<file path="src/design/qtlv_pkg.sv">
// ----------------------------------------------------------------------------
// qtlv_pkg
// Types and constants shared by the response TLV result scanner.
// ----------------------------------------------------------------------------
package qtlv_pkg;

  localparam int unsigned SEEN_W = 5;

  localparam logic [SEEN_W-1:0] HEADER_BYTES    = 5'd13;
  localparam logic [SEEN_W-1:0] MIN_FRAME_BYTES = 5'd20;  // 4 + 9 + 7
  localparam logic [7:0]        RESULT_TYPE     = 8'h02;
  localparam logic [15:0]       RESULT_MIN_LEN  = 16'd4;

  localparam logic [2:0] IDX_SKIP = 3'd7;

  typedef enum logic [2:0] {
    PH_HEADER = 3'd0,
    PH_TYPE   = 3'd1,
    PH_LEN_LO = 3'd2,
    PH_LEN_HI = 3'd3,
    PH_VALUE  = 3'd4,
    PH_DONE   = 3'd5
  } phase_t;

  typedef enum logic [1:0] {
    ST_FOUND    = 2'd0,
    ST_SHORT    = 2'd1,
    ST_OVERRUN  = 2'd2,
    ST_NONE     = 2'd3
  } status_t;

  typedef struct packed {
    logic [7:0] data_byte;
    logic       frame_end;
  } byte_item_t;

  typedef struct packed {
    logic [1:0]  status;
    logic [15:0] result_word;
    logic [15:0] error_word;
  } result_item_t;

endpackage

</file>
<file path="src/design/qtlv_if.sv">
// ----------------------------------------------------------------------------
// qtlv channel interfaces
// Valid/ready channels for frame bytes in and result items out.
// ----------------------------------------------------------------------------
interface qtlv_byte_if;
  logic       valid;
  logic       ready;
  logic [7:0] data_byte;
  logic       frame_end;

  modport source (output valid, output data_byte, output frame_end, input ready);
  modport sink   (input valid, input data_byte, input frame_end, output ready);
endinterface

interface qtlv_result_if;
  logic        valid;
  logic        ready;
  logic [1:0]  status;
  logic [15:0] result_word;
  logic [15:0] error_word;

  modport source (output valid, output status, output result_word, output error_word,
                  input ready);
  modport sink   (input valid, input status, input result_word, input error_word,
                  output ready);
endinterface

</file>
<file path="src/design/qtlv_scan.sv">
// ----------------------------------------------------------------------------
// qtlv_scan
// Per-frame parser state: header skip, record walk, result capture, status.
// ----------------------------------------------------------------------------
module qtlv_scan (
  input  logic                  clk,
  input  logic                  rst,
  input  logic                  take,
  input  qtlv_pkg::byte_item_t  item,
  output qtlv_pkg::result_item_t res
);
  import qtlv_pkg::*;

  logic [SEEN_W-1:0] bytes_seen, bytes_seen_next;
  phase_t            phase, phase_next;
  logic [7:0]        record_type, record_type_next;
  logic [15:0]       bytes_left, bytes_left_next;
  logic [15:0]       left_dec;
  logic [15:0]       len_full;
  logic [2:0]        value_index, value_index_next;
  logic [15:0]       captured_result, captured_result_next;
  logic [15:0]       captured_error, captured_error_next;
  logic              found, found_next;

  always_comb begin
    bytes_seen_next      = (bytes_seen < MIN_FRAME_BYTES) ? bytes_seen + 1'b1 : bytes_seen;
    phase_next           = phase;
    record_type_next     = record_type;
    bytes_left_next      = bytes_left;
    value_index_next     = value_index;
    captured_result_next = captured_result;
    captured_error_next  = captured_error;
    found_next           = found;
    left_dec             = bytes_left - 16'd1;
    len_full             = {item.data_byte, bytes_left[7:0]};

    case (phase)
      PH_HEADER: begin
        if (bytes_seen_next >= HEADER_BYTES) phase_next = PH_TYPE;
      end
      PH_TYPE: begin
        record_type_next = item.data_byte;
        phase_next       = PH_LEN_LO;
      end
      PH_LEN_LO: begin
        bytes_left_next = {8'd0, item.data_byte};
        phase_next      = PH_LEN_HI;
      end
      PH_LEN_HI: begin
        bytes_left_next = len_full;
        if (record_type == RESULT_TYPE && len_full >= RESULT_MIN_LEN) begin
          value_index_next = 3'd0;
        end else begin
          value_index_next = IDX_SKIP;
        end
        phase_next = (len_full == 16'd0) ? PH_TYPE : PH_VALUE;
      end
      PH_VALUE: begin
        case (value_index)
          3'd0: captured_result_next = captured_result | {8'd0, item.data_byte};
          3'd1: captured_result_next = captured_result | {item.data_byte, 8'd0};
          3'd2: captured_error_next  = captured_error  | {8'd0, item.data_byte};
          3'd3: captured_error_next  = captured_error  | {item.data_byte, 8'd0};
          default: ;
        endcase
        if (value_index < 3'd4) value_index_next = value_index + 3'd1;
        bytes_left_next = left_dec;
        if (left_dec == 16'd0) begin
          if (value_index != IDX_SKIP) begin
            found_next = 1'b1;
            phase_next = PH_DONE;
          end else begin
            phase_next = PH_TYPE;
          end
        end
      end
      default: ;
    endcase

    // Short frame wins over everything else.
    res.result_word = 16'd0;
    res.error_word  = 16'd0;
    if (bytes_seen_next < MIN_FRAME_BYTES) begin
      res.status = ST_SHORT;
    end else if (found_next) begin
      res.status      = ST_FOUND;
      res.result_word = captured_result_next;
      res.error_word  = captured_error_next;
    end else if (phase_next == PH_VALUE) begin
      res.status = ST_OVERRUN;
    end else begin
      res.status = ST_NONE;
    end
  end

  always_ff @(posedge clk) begin
    if (rst || (take && item.frame_end)) begin
      bytes_seen      <= '0;
      phase           <= PH_HEADER;
      record_type     <= '0;
      bytes_left      <= '0;
      value_index     <= '0;
      captured_result <= '0;
      captured_error  <= '0;
      found           <= 1'b0;
    end else if (take) begin
      bytes_seen      <= bytes_seen_next;
      phase           <= phase_next;
      record_type     <= record_type_next;
      bytes_left      <= bytes_left_next;
      value_index     <= value_index_next;
      captured_result <= captured_result_next;
      captured_error  <= captured_error_next;
      found           <= found_next;
    end
  end

  a_seen_sat: assert property (@(posedge clk) disable iff (rst)
    bytes_seen <= MIN_FRAME_BYTES) else $error("bytes_seen past saturation");

  a_done_found: assert property (@(posedge clk) disable iff (rst)
    (phase == PH_DONE) |-> found) else $error("done phase without found record");

  a_value_left: assert property (@(posedge clk) disable iff (rst)
    (phase == PH_VALUE) |-> (bytes_left != 16'd0)) else $error("value phase with no bytes left");

  a_header_seen: assert property (@(posedge clk) disable iff (rst)
    (phase != PH_HEADER) |-> (bytes_seen >= HEADER_BYTES))
    else $error("left header skip too early");

endmodule

</file>
<file path="src/design/qtlv_out_reg.sv">
// ----------------------------------------------------------------------------
// qtlv_out_reg
// Result register: holds one result item until the sink takes it.
// ----------------------------------------------------------------------------
module qtlv_out_reg (
  input  logic                   clk,
  input  logic                   rst,
  input  logic                   load,
  input  qtlv_pkg::result_item_t res,
  output logic                   can_load,
  qtlv_result_if.source          result
);
  import qtlv_pkg::*;

  logic         out_valid;
  result_item_t out_item;

  assign can_load = !out_valid || result.ready;

  always_ff @(posedge clk) begin
    if (rst) begin
      out_valid <= 1'b0;
    end else if (load) begin
      out_valid <= 1'b1;
    end else if (result.ready) begin
      out_valid <= 1'b0;
    end
  end

  always_ff @(posedge clk) begin
    if (load) out_item <= res;
  end

  assign result.valid       = out_valid;
  assign result.status      = out_item.status;
  assign result.result_word = out_item.result_word;
  assign result.error_word  = out_item.error_word;

  a_no_overwrite: assert property (@(posedge clk) disable iff (rst)
    load |-> can_load) else $error("result overwritten before taken");

  a_status_words: assert property (@(posedge clk) disable iff (rst)
    (out_valid && out_item.status != ST_FOUND) |->
      (out_item.result_word == 16'd0 && out_item.error_word == 16'd0))
    else $error("nonzero words on a not-found result");

  a_load_sets: assert property (@(posedge clk) disable iff (rst)
    load |=> out_valid) else $error("load did not set valid");

endmodule

</file>
<file path="src/design/qmi_result_tlv_parser_top.sv">
// ----------------------------------------------------------------------------
// qmi_result_tlv_parser_top
// Scans a response frame byte by byte for the result record and reports it.
// ----------------------------------------------------------------------------
//  channel  | dir | payload                                  | item
//  ---------+-----+------------------------------------------+------------------
//  frame    | in  | data_byte[7:0], frame_end                | one frame byte
//  result   | out | status[1:0], result_word, error_word     | one per frame end
//
//  One byte per cycle while no last byte waits on a full result register. A byte
//  is held in the input register; the parser state updates as it leaves, and a
//  frame's result is registered in the result register as its last byte leaves.
//  Only a last byte waits on the result register; others move on while a result
//  stalls. rst is synchronous, high, and drops any partial frame.
// ----------------------------------------------------------------------------
module qmi_result_tlv_parser_top (
  input  logic          clk,
  input  logic          rst,
  qtlv_byte_if.sink     frame,
  qtlv_result_if.source result
);
  import qtlv_pkg::*;

  logic         in_valid;
  byte_item_t   in_item;
  logic         adv;
  logic         can_load;
  result_item_t res;

  // Stage advances unless it holds a last byte and the result register is full.
  assign adv         = in_valid && (!in_item.frame_end || can_load);
  assign frame.ready = !in_valid || adv;

  always_ff @(posedge clk) begin
    if (rst) begin
      in_valid <= 1'b0;
    end else if (frame.ready) begin
      in_valid <= frame.valid;
    end
  end

  always_ff @(posedge clk) begin
    if (frame.valid && frame.ready) begin
      in_item.data_byte <= frame.data_byte;
      in_item.frame_end <= frame.frame_end;
    end
  end

  qtlv_scan u_scan (
    .clk  (clk),
    .rst  (rst),
    .take (adv),
    .item (in_item),
    .res  (res)
  );

  qtlv_out_reg u_out (
    .clk      (clk),
    .rst      (rst),
    .load     (adv && in_item.frame_end),
    .res      (res),
    .can_load (can_load),
    .result   (result)
  );

  a_end_blocks: assert property (@(posedge clk) disable iff (rst)
    (in_valid && in_item.frame_end && !can_load) |-> !frame.ready)
    else $error("last byte dropped while result register full");

  a_mid_moves: assert property (@(posedge clk) disable iff (rst)
    (in_valid && !in_item.frame_end) |-> frame.ready)
    else $error("non-final byte stalled");

  a_result_latency: assert property (@(posedge clk) disable iff (rst)
    (adv && in_item.frame_end) |=> result.valid)
    else $error("result missing after frame end");

endmodule

</file>
<file path="src/flat_wrapper.sv">
// flat-port wrapper written by rule: the top's interface ports become plain ports
module qmi_result_tlv_parser_top_flat import qtlv_pkg::*;
  (clk, rst, frame_valid, frame_data_byte, frame_frame_end, frame_ready, result_valid, result_status, result_result_word, result_error_word, result_ready);
  qtlv_byte_if frame_i ();
  qtlv_result_if result_i ();
  input  logic clk;
  input  logic rst;
  input wire logic [$bits(frame_i.valid)-1:0] frame_valid;
  input wire logic [$bits(frame_i.data_byte)-1:0] frame_data_byte;
  input wire logic [$bits(frame_i.frame_end)-1:0] frame_frame_end;
  output wire logic [$bits(frame_i.ready)-1:0] frame_ready;
  output wire logic [$bits(result_i.valid)-1:0] result_valid;
  output wire logic [$bits(result_i.status)-1:0] result_status;
  output wire logic [$bits(result_i.result_word)-1:0] result_result_word;
  output wire logic [$bits(result_i.error_word)-1:0] result_error_word;
  input wire logic [$bits(result_i.ready)-1:0] result_ready;
  assign frame_i.valid = frame_valid;
  assign frame_i.data_byte = frame_data_byte;
  assign frame_i.frame_end = frame_frame_end;
  assign frame_ready = frame_i.ready;
  assign result_valid = result_i.valid;
  assign result_status = result_i.status;
  assign result_result_word = result_i.result_word;
  assign result_error_word = result_i.error_word;
  assign result_i.ready = result_ready;
  qmi_result_tlv_parser_top u_core (.clk(clk), .rst(rst), .frame(frame_i), .result(result_i));
endmodule
</file>
<file path="config.mk">
export PLATFORM = sky130hd
export DESIGN_NAME = qmi_result_tlv_parser_top_flat
export DESIGN_NICKNAME = d
export VERILOG_FILES = /design/src/design/qtlv_pkg.sv /design/src/design/qtlv_if.sv /design/src/design/qtlv_scan.sv /design/src/design/qtlv_out_reg.sv /design/src/design/qmi_result_tlv_parser_top.sv /design/src/flat_wrapper.sv
export SDC_FILE = /design/constraint.sdc
export NUM_CORES = 1
export LEC_CHECK = 0
export BUFFER_PORTS_ARGS = -buffer_cell sky130_fd_sc_hd__buf_2
export CAP_MARGIN = 20
export CORE_MARGIN = 4
export CORE_UTILIZATION = 59
export DETAILED_ROUTE_END_ITERATION = 10
export PLACE_DENSITY = 0.79
export SLEW_MARGIN = 10
export SYNTH_ARGS = -nofsm -noshare
export SYNTH_HDL_FRONTEND = slang
export SYNTH_SLANG_ARGS = --single-unit
</file>
<file path="constraint.sdc">
create_clock -name clk -period 3.7 [get_ports clk]
set_clock_uncertainty 0.1 [all_clocks]
set_input_delay 0.37 -clock clk [delete_from_list [all_inputs] [get_ports clk]]
set_output_delay 0.37 -clock clk [all_outputs]
set_load 0.005 [all_outputs]
</file>
==> impl_metrics.ini <==
[worst_setup_path]
crit_type = flip-flop to flip-flop
r2r_cells = 8
endpoint_kind = flip-flop
rr_endpoint = u_core.u_out.result.result_word[1]
reg2reg_from = u_core.u_scan.bytes_left[1]
worst_ep_required_time_ns = 3.94
start_kind = flip-flop
crit_arrival_ns = 3.69
r2r_slack_ns = 0.25
worstPathMaxFanout = 33

[finish]
final_area_um2 = 6250
drive_gt1_share_pct = 17.9
n_antenna_cell = 0
area_growth_pct = 17.4
nets = 636

[yosys]
synth_warnings = 0
synthFlopType = dfxtp_1
syn-num-nets = 599
async_reset_ff_share_pct = 0
avgSynthCellArea_um2 = 9.24
synth-seq-area-share_pct = 50.5
synthCells = 577
synth_cell_types = 58
ys_seq_elements = 113
synth_edf_count = 43
netlist_area_um2 = 5330

[floorplan]
die-area_um2 = 10600
core_um2 = 8760
fp.dieW_um = 103
start_util_pct = 60.8
rows = 34
die_y_um = 103
ioPinCount = 49

[clock_tree]
clock-sinks = 113
cts_setup_buffers = 0
cts_tree = yes
clockRootBuffer = clkbuf_8
insertion_delay_ns = 0.52
max-clock-path-buffers = 2
clkTransAtPathRegs_ns = 0.06
htreeDepth = 4
numCtsBuffers = 17

[power_and_ir_drop]
p_per_area_nw_per_um2 = 477
p_comb_share_pct = 2.7
p_sw_share_pct = 22.4
finalPower_mw = 2.98
seq_power_share_pct = 44.2
p_sw_mw = 0.668
p_leak_nw = 2.43
clock_power_share_pct = 53.1
p_int_mw = 2.31
vdd_ir_drop_max_v = 0.000466

[placed_design]
pre_cts_ws_ns = 0.245
hpwl_um = 8140
io_buffers = 48
dpl_cell_area_um2 = 5560
gp_congestion = 0.905

[global_routing]
grt_max_degree = 37
grt_pass1_wl_um = 21000
grt_overflow = 0
antenna_found_initial = 0
grt_pass1_vias = 4272
grt_usage_pct = 25.6

[sta]
drv_slew = 0
fmax_mhz = 290
rsz0062_at_grt = false
tightestPinTransition_ns = 1.06
period_share_pct = 93.3
relSlewSlack_pct = 29.7
finalCriticalPeriod_ns = 3.45
hold_slack_ns = 0.0196
setup_ws_ns = 0.249
hold_viol_final = 0
finalSetupTns_ns = 0
setup_viol_count_final = 0

[route]
via_per_inst = 6.19
wl_per_cell_um = 17.6
ant_nets = 0
drt-initial-drc-count = 363
wl_um = 13000
drt-pass1-iter-count = 5
vias = 4546
drc = 0

[min_path]
hp-start = frame_valid
min_path_cells = 3
min_to = u_core.in_valid
hold_class = input pin to flip-flop

[status]
status = complete, no violations

[flow_run]
drv_cap = 0
## Yosys cell counts (5+ instances only)
master | number | area [um2]
a21oi_1 | 91 | 455
inv_1 | 9 | 33.8
dfxtp_1 | 70 | 1400
and3_1 | 9 | 56.3
nand2_1 | 33 | 124
o31ai_1 | 5 | 37.5
ha_1 | 9 | 113
edfxtp_1 | 43 | 1290
a211oi_1 | 5 | 37.5
nor3_2 | 10 | 100
and2_1 | 13 | 81.3
buf_2 | 8 | 40.0
nor3_1 | 41 | 205
nor2_1 | 75 | 282
a22oi_1 | 5 | 37.5
or3_1 | 7 | 43.8
o21ai_0 | 19 | 95.1
mux2i_1 | 8 | 80.1
clkbuf_1 | 33 | 124
## worst max-delay path, stage by stage, from the launching register on
cell and delay, ns:
dfxtp_1 0.40, inv_1 0.13, ha_1 0.16, or3b_1 0.41, or4_1 0.58, xnor2_2 0.19, nor4_4 0.45, a31oi_4 0.47
nor3_1 0.35
## worst max-delay path by stage
stage | slack (ns) | startpoint | cells after the start | to
after floorplan | 0.65 | u_core.u_scan.bytes_left[0] | 11 | u_core.u_out.result.result_word[0]
after global placement | 0.42 | u_core.u_scan.bytes_left[0] | 8 | u_core.u_out.result.result_word[12]
after detailed placement | 0.24 | u_core.u_scan.bytes_left[1] | 8 | u_core.u_out.result.result_word[1]
after CTS | 0.21 | u_core.u_scan.bytes_left[1] | 8 | u_core.u_out.result.result_word[1]
after global routing | 0.008 | u_core.u_scan.bytes_left[0] | 8 | u_core.u_out.result.result_word[1]
final | 0.25 | u_core.u_scan.bytes_left[1] | 8 | u_core.u_out.result.result_word[1]
## sequential cells by signal, summed over array words and instances, names as in the netlist, 2 cells and up
name	cells
u_core.in_item	9
u_core.u_out.result.error_word	16
u_core.u_out.result.result_word	16
u_core.u_out.result.status	2
u_core.u_scan.bytes_left	16
u_core.u_scan.bytes_seen	5
u_core.u_scan.captured_error	16
u_core.u_scan.captured_result	16
u_core.u_scan.phase	3
u_core.u_scan.record_type	8
u_core.u_scan.value_index	3
## power groups by stage
stage | registers [mW] | clock network, mW | logic, mW
detailed placement | 1.34 | 0 | 0.0716
floorplan | 1.34 | 0 | 0.0501
global route | 1.32 | 1.66 | 0.0900
CTS | 1.32 | 1.59 | 0.0806
global placement | 1.34 | 0 | 0.0695
finish | 1.32 | 1.58 | 0.0814
## layer usage
layer	wire length, um	GRT usage, %
met5	0	0
met2	6400	41.5
met3	760	6.02
met4	419	12.0
met1	5390	32.3
## kinds of logic after synthesis
group           synth area share (%)
compound gates                  17.5
xor+xnor                       0.986
fa+ha+maj                       2.11
buf+inv                         4.67
flops                           50.5
mux                             1.50
simple gates                    22.7
## cells in the final DEF, fill, tap and decap left out, drive strengths merged, types with 5 or more instances in the layout
cell type	n
a211oi	5
a21oi	91
a22oi	5
a31oi	5
and2	14
and3	9
buf	56
clkbuf	18
clkinv	7
dfxtp	70
dlygate4sd3	10
edfxtp	43
ha	9
inv	12
mux2i	8
nand2	33
nor2	75
nor3	51
nor4	5
nor4b	6
o21ai	20
o31ai	5
or3	7
or4	5
## repair_timing
item                       CTS  global route
setup endpoints to repair    0             2
hold endpoints to repair    11             0
resized for setup            0             1
hold buffers                10             0
## final cells by class
cell class,count,area (um2)
fill,666,2510
sequential,113,2690
clock inverter,14,155
clock buffer,18,428
inverter,9,33.8
timing repair buffer,66,400
tap,108,135
multi-input combinational,407,2410
## stage by stage
stage / instances / utilization, %
finish: 735 / 71.4
global route: 735 / 71.4
CTS: 735 / 71.3
detailed placement: 693 / 63.5
global placement: 693 / 63.5
floorplan: 577 / -
(Power assumes the default switching activity.)
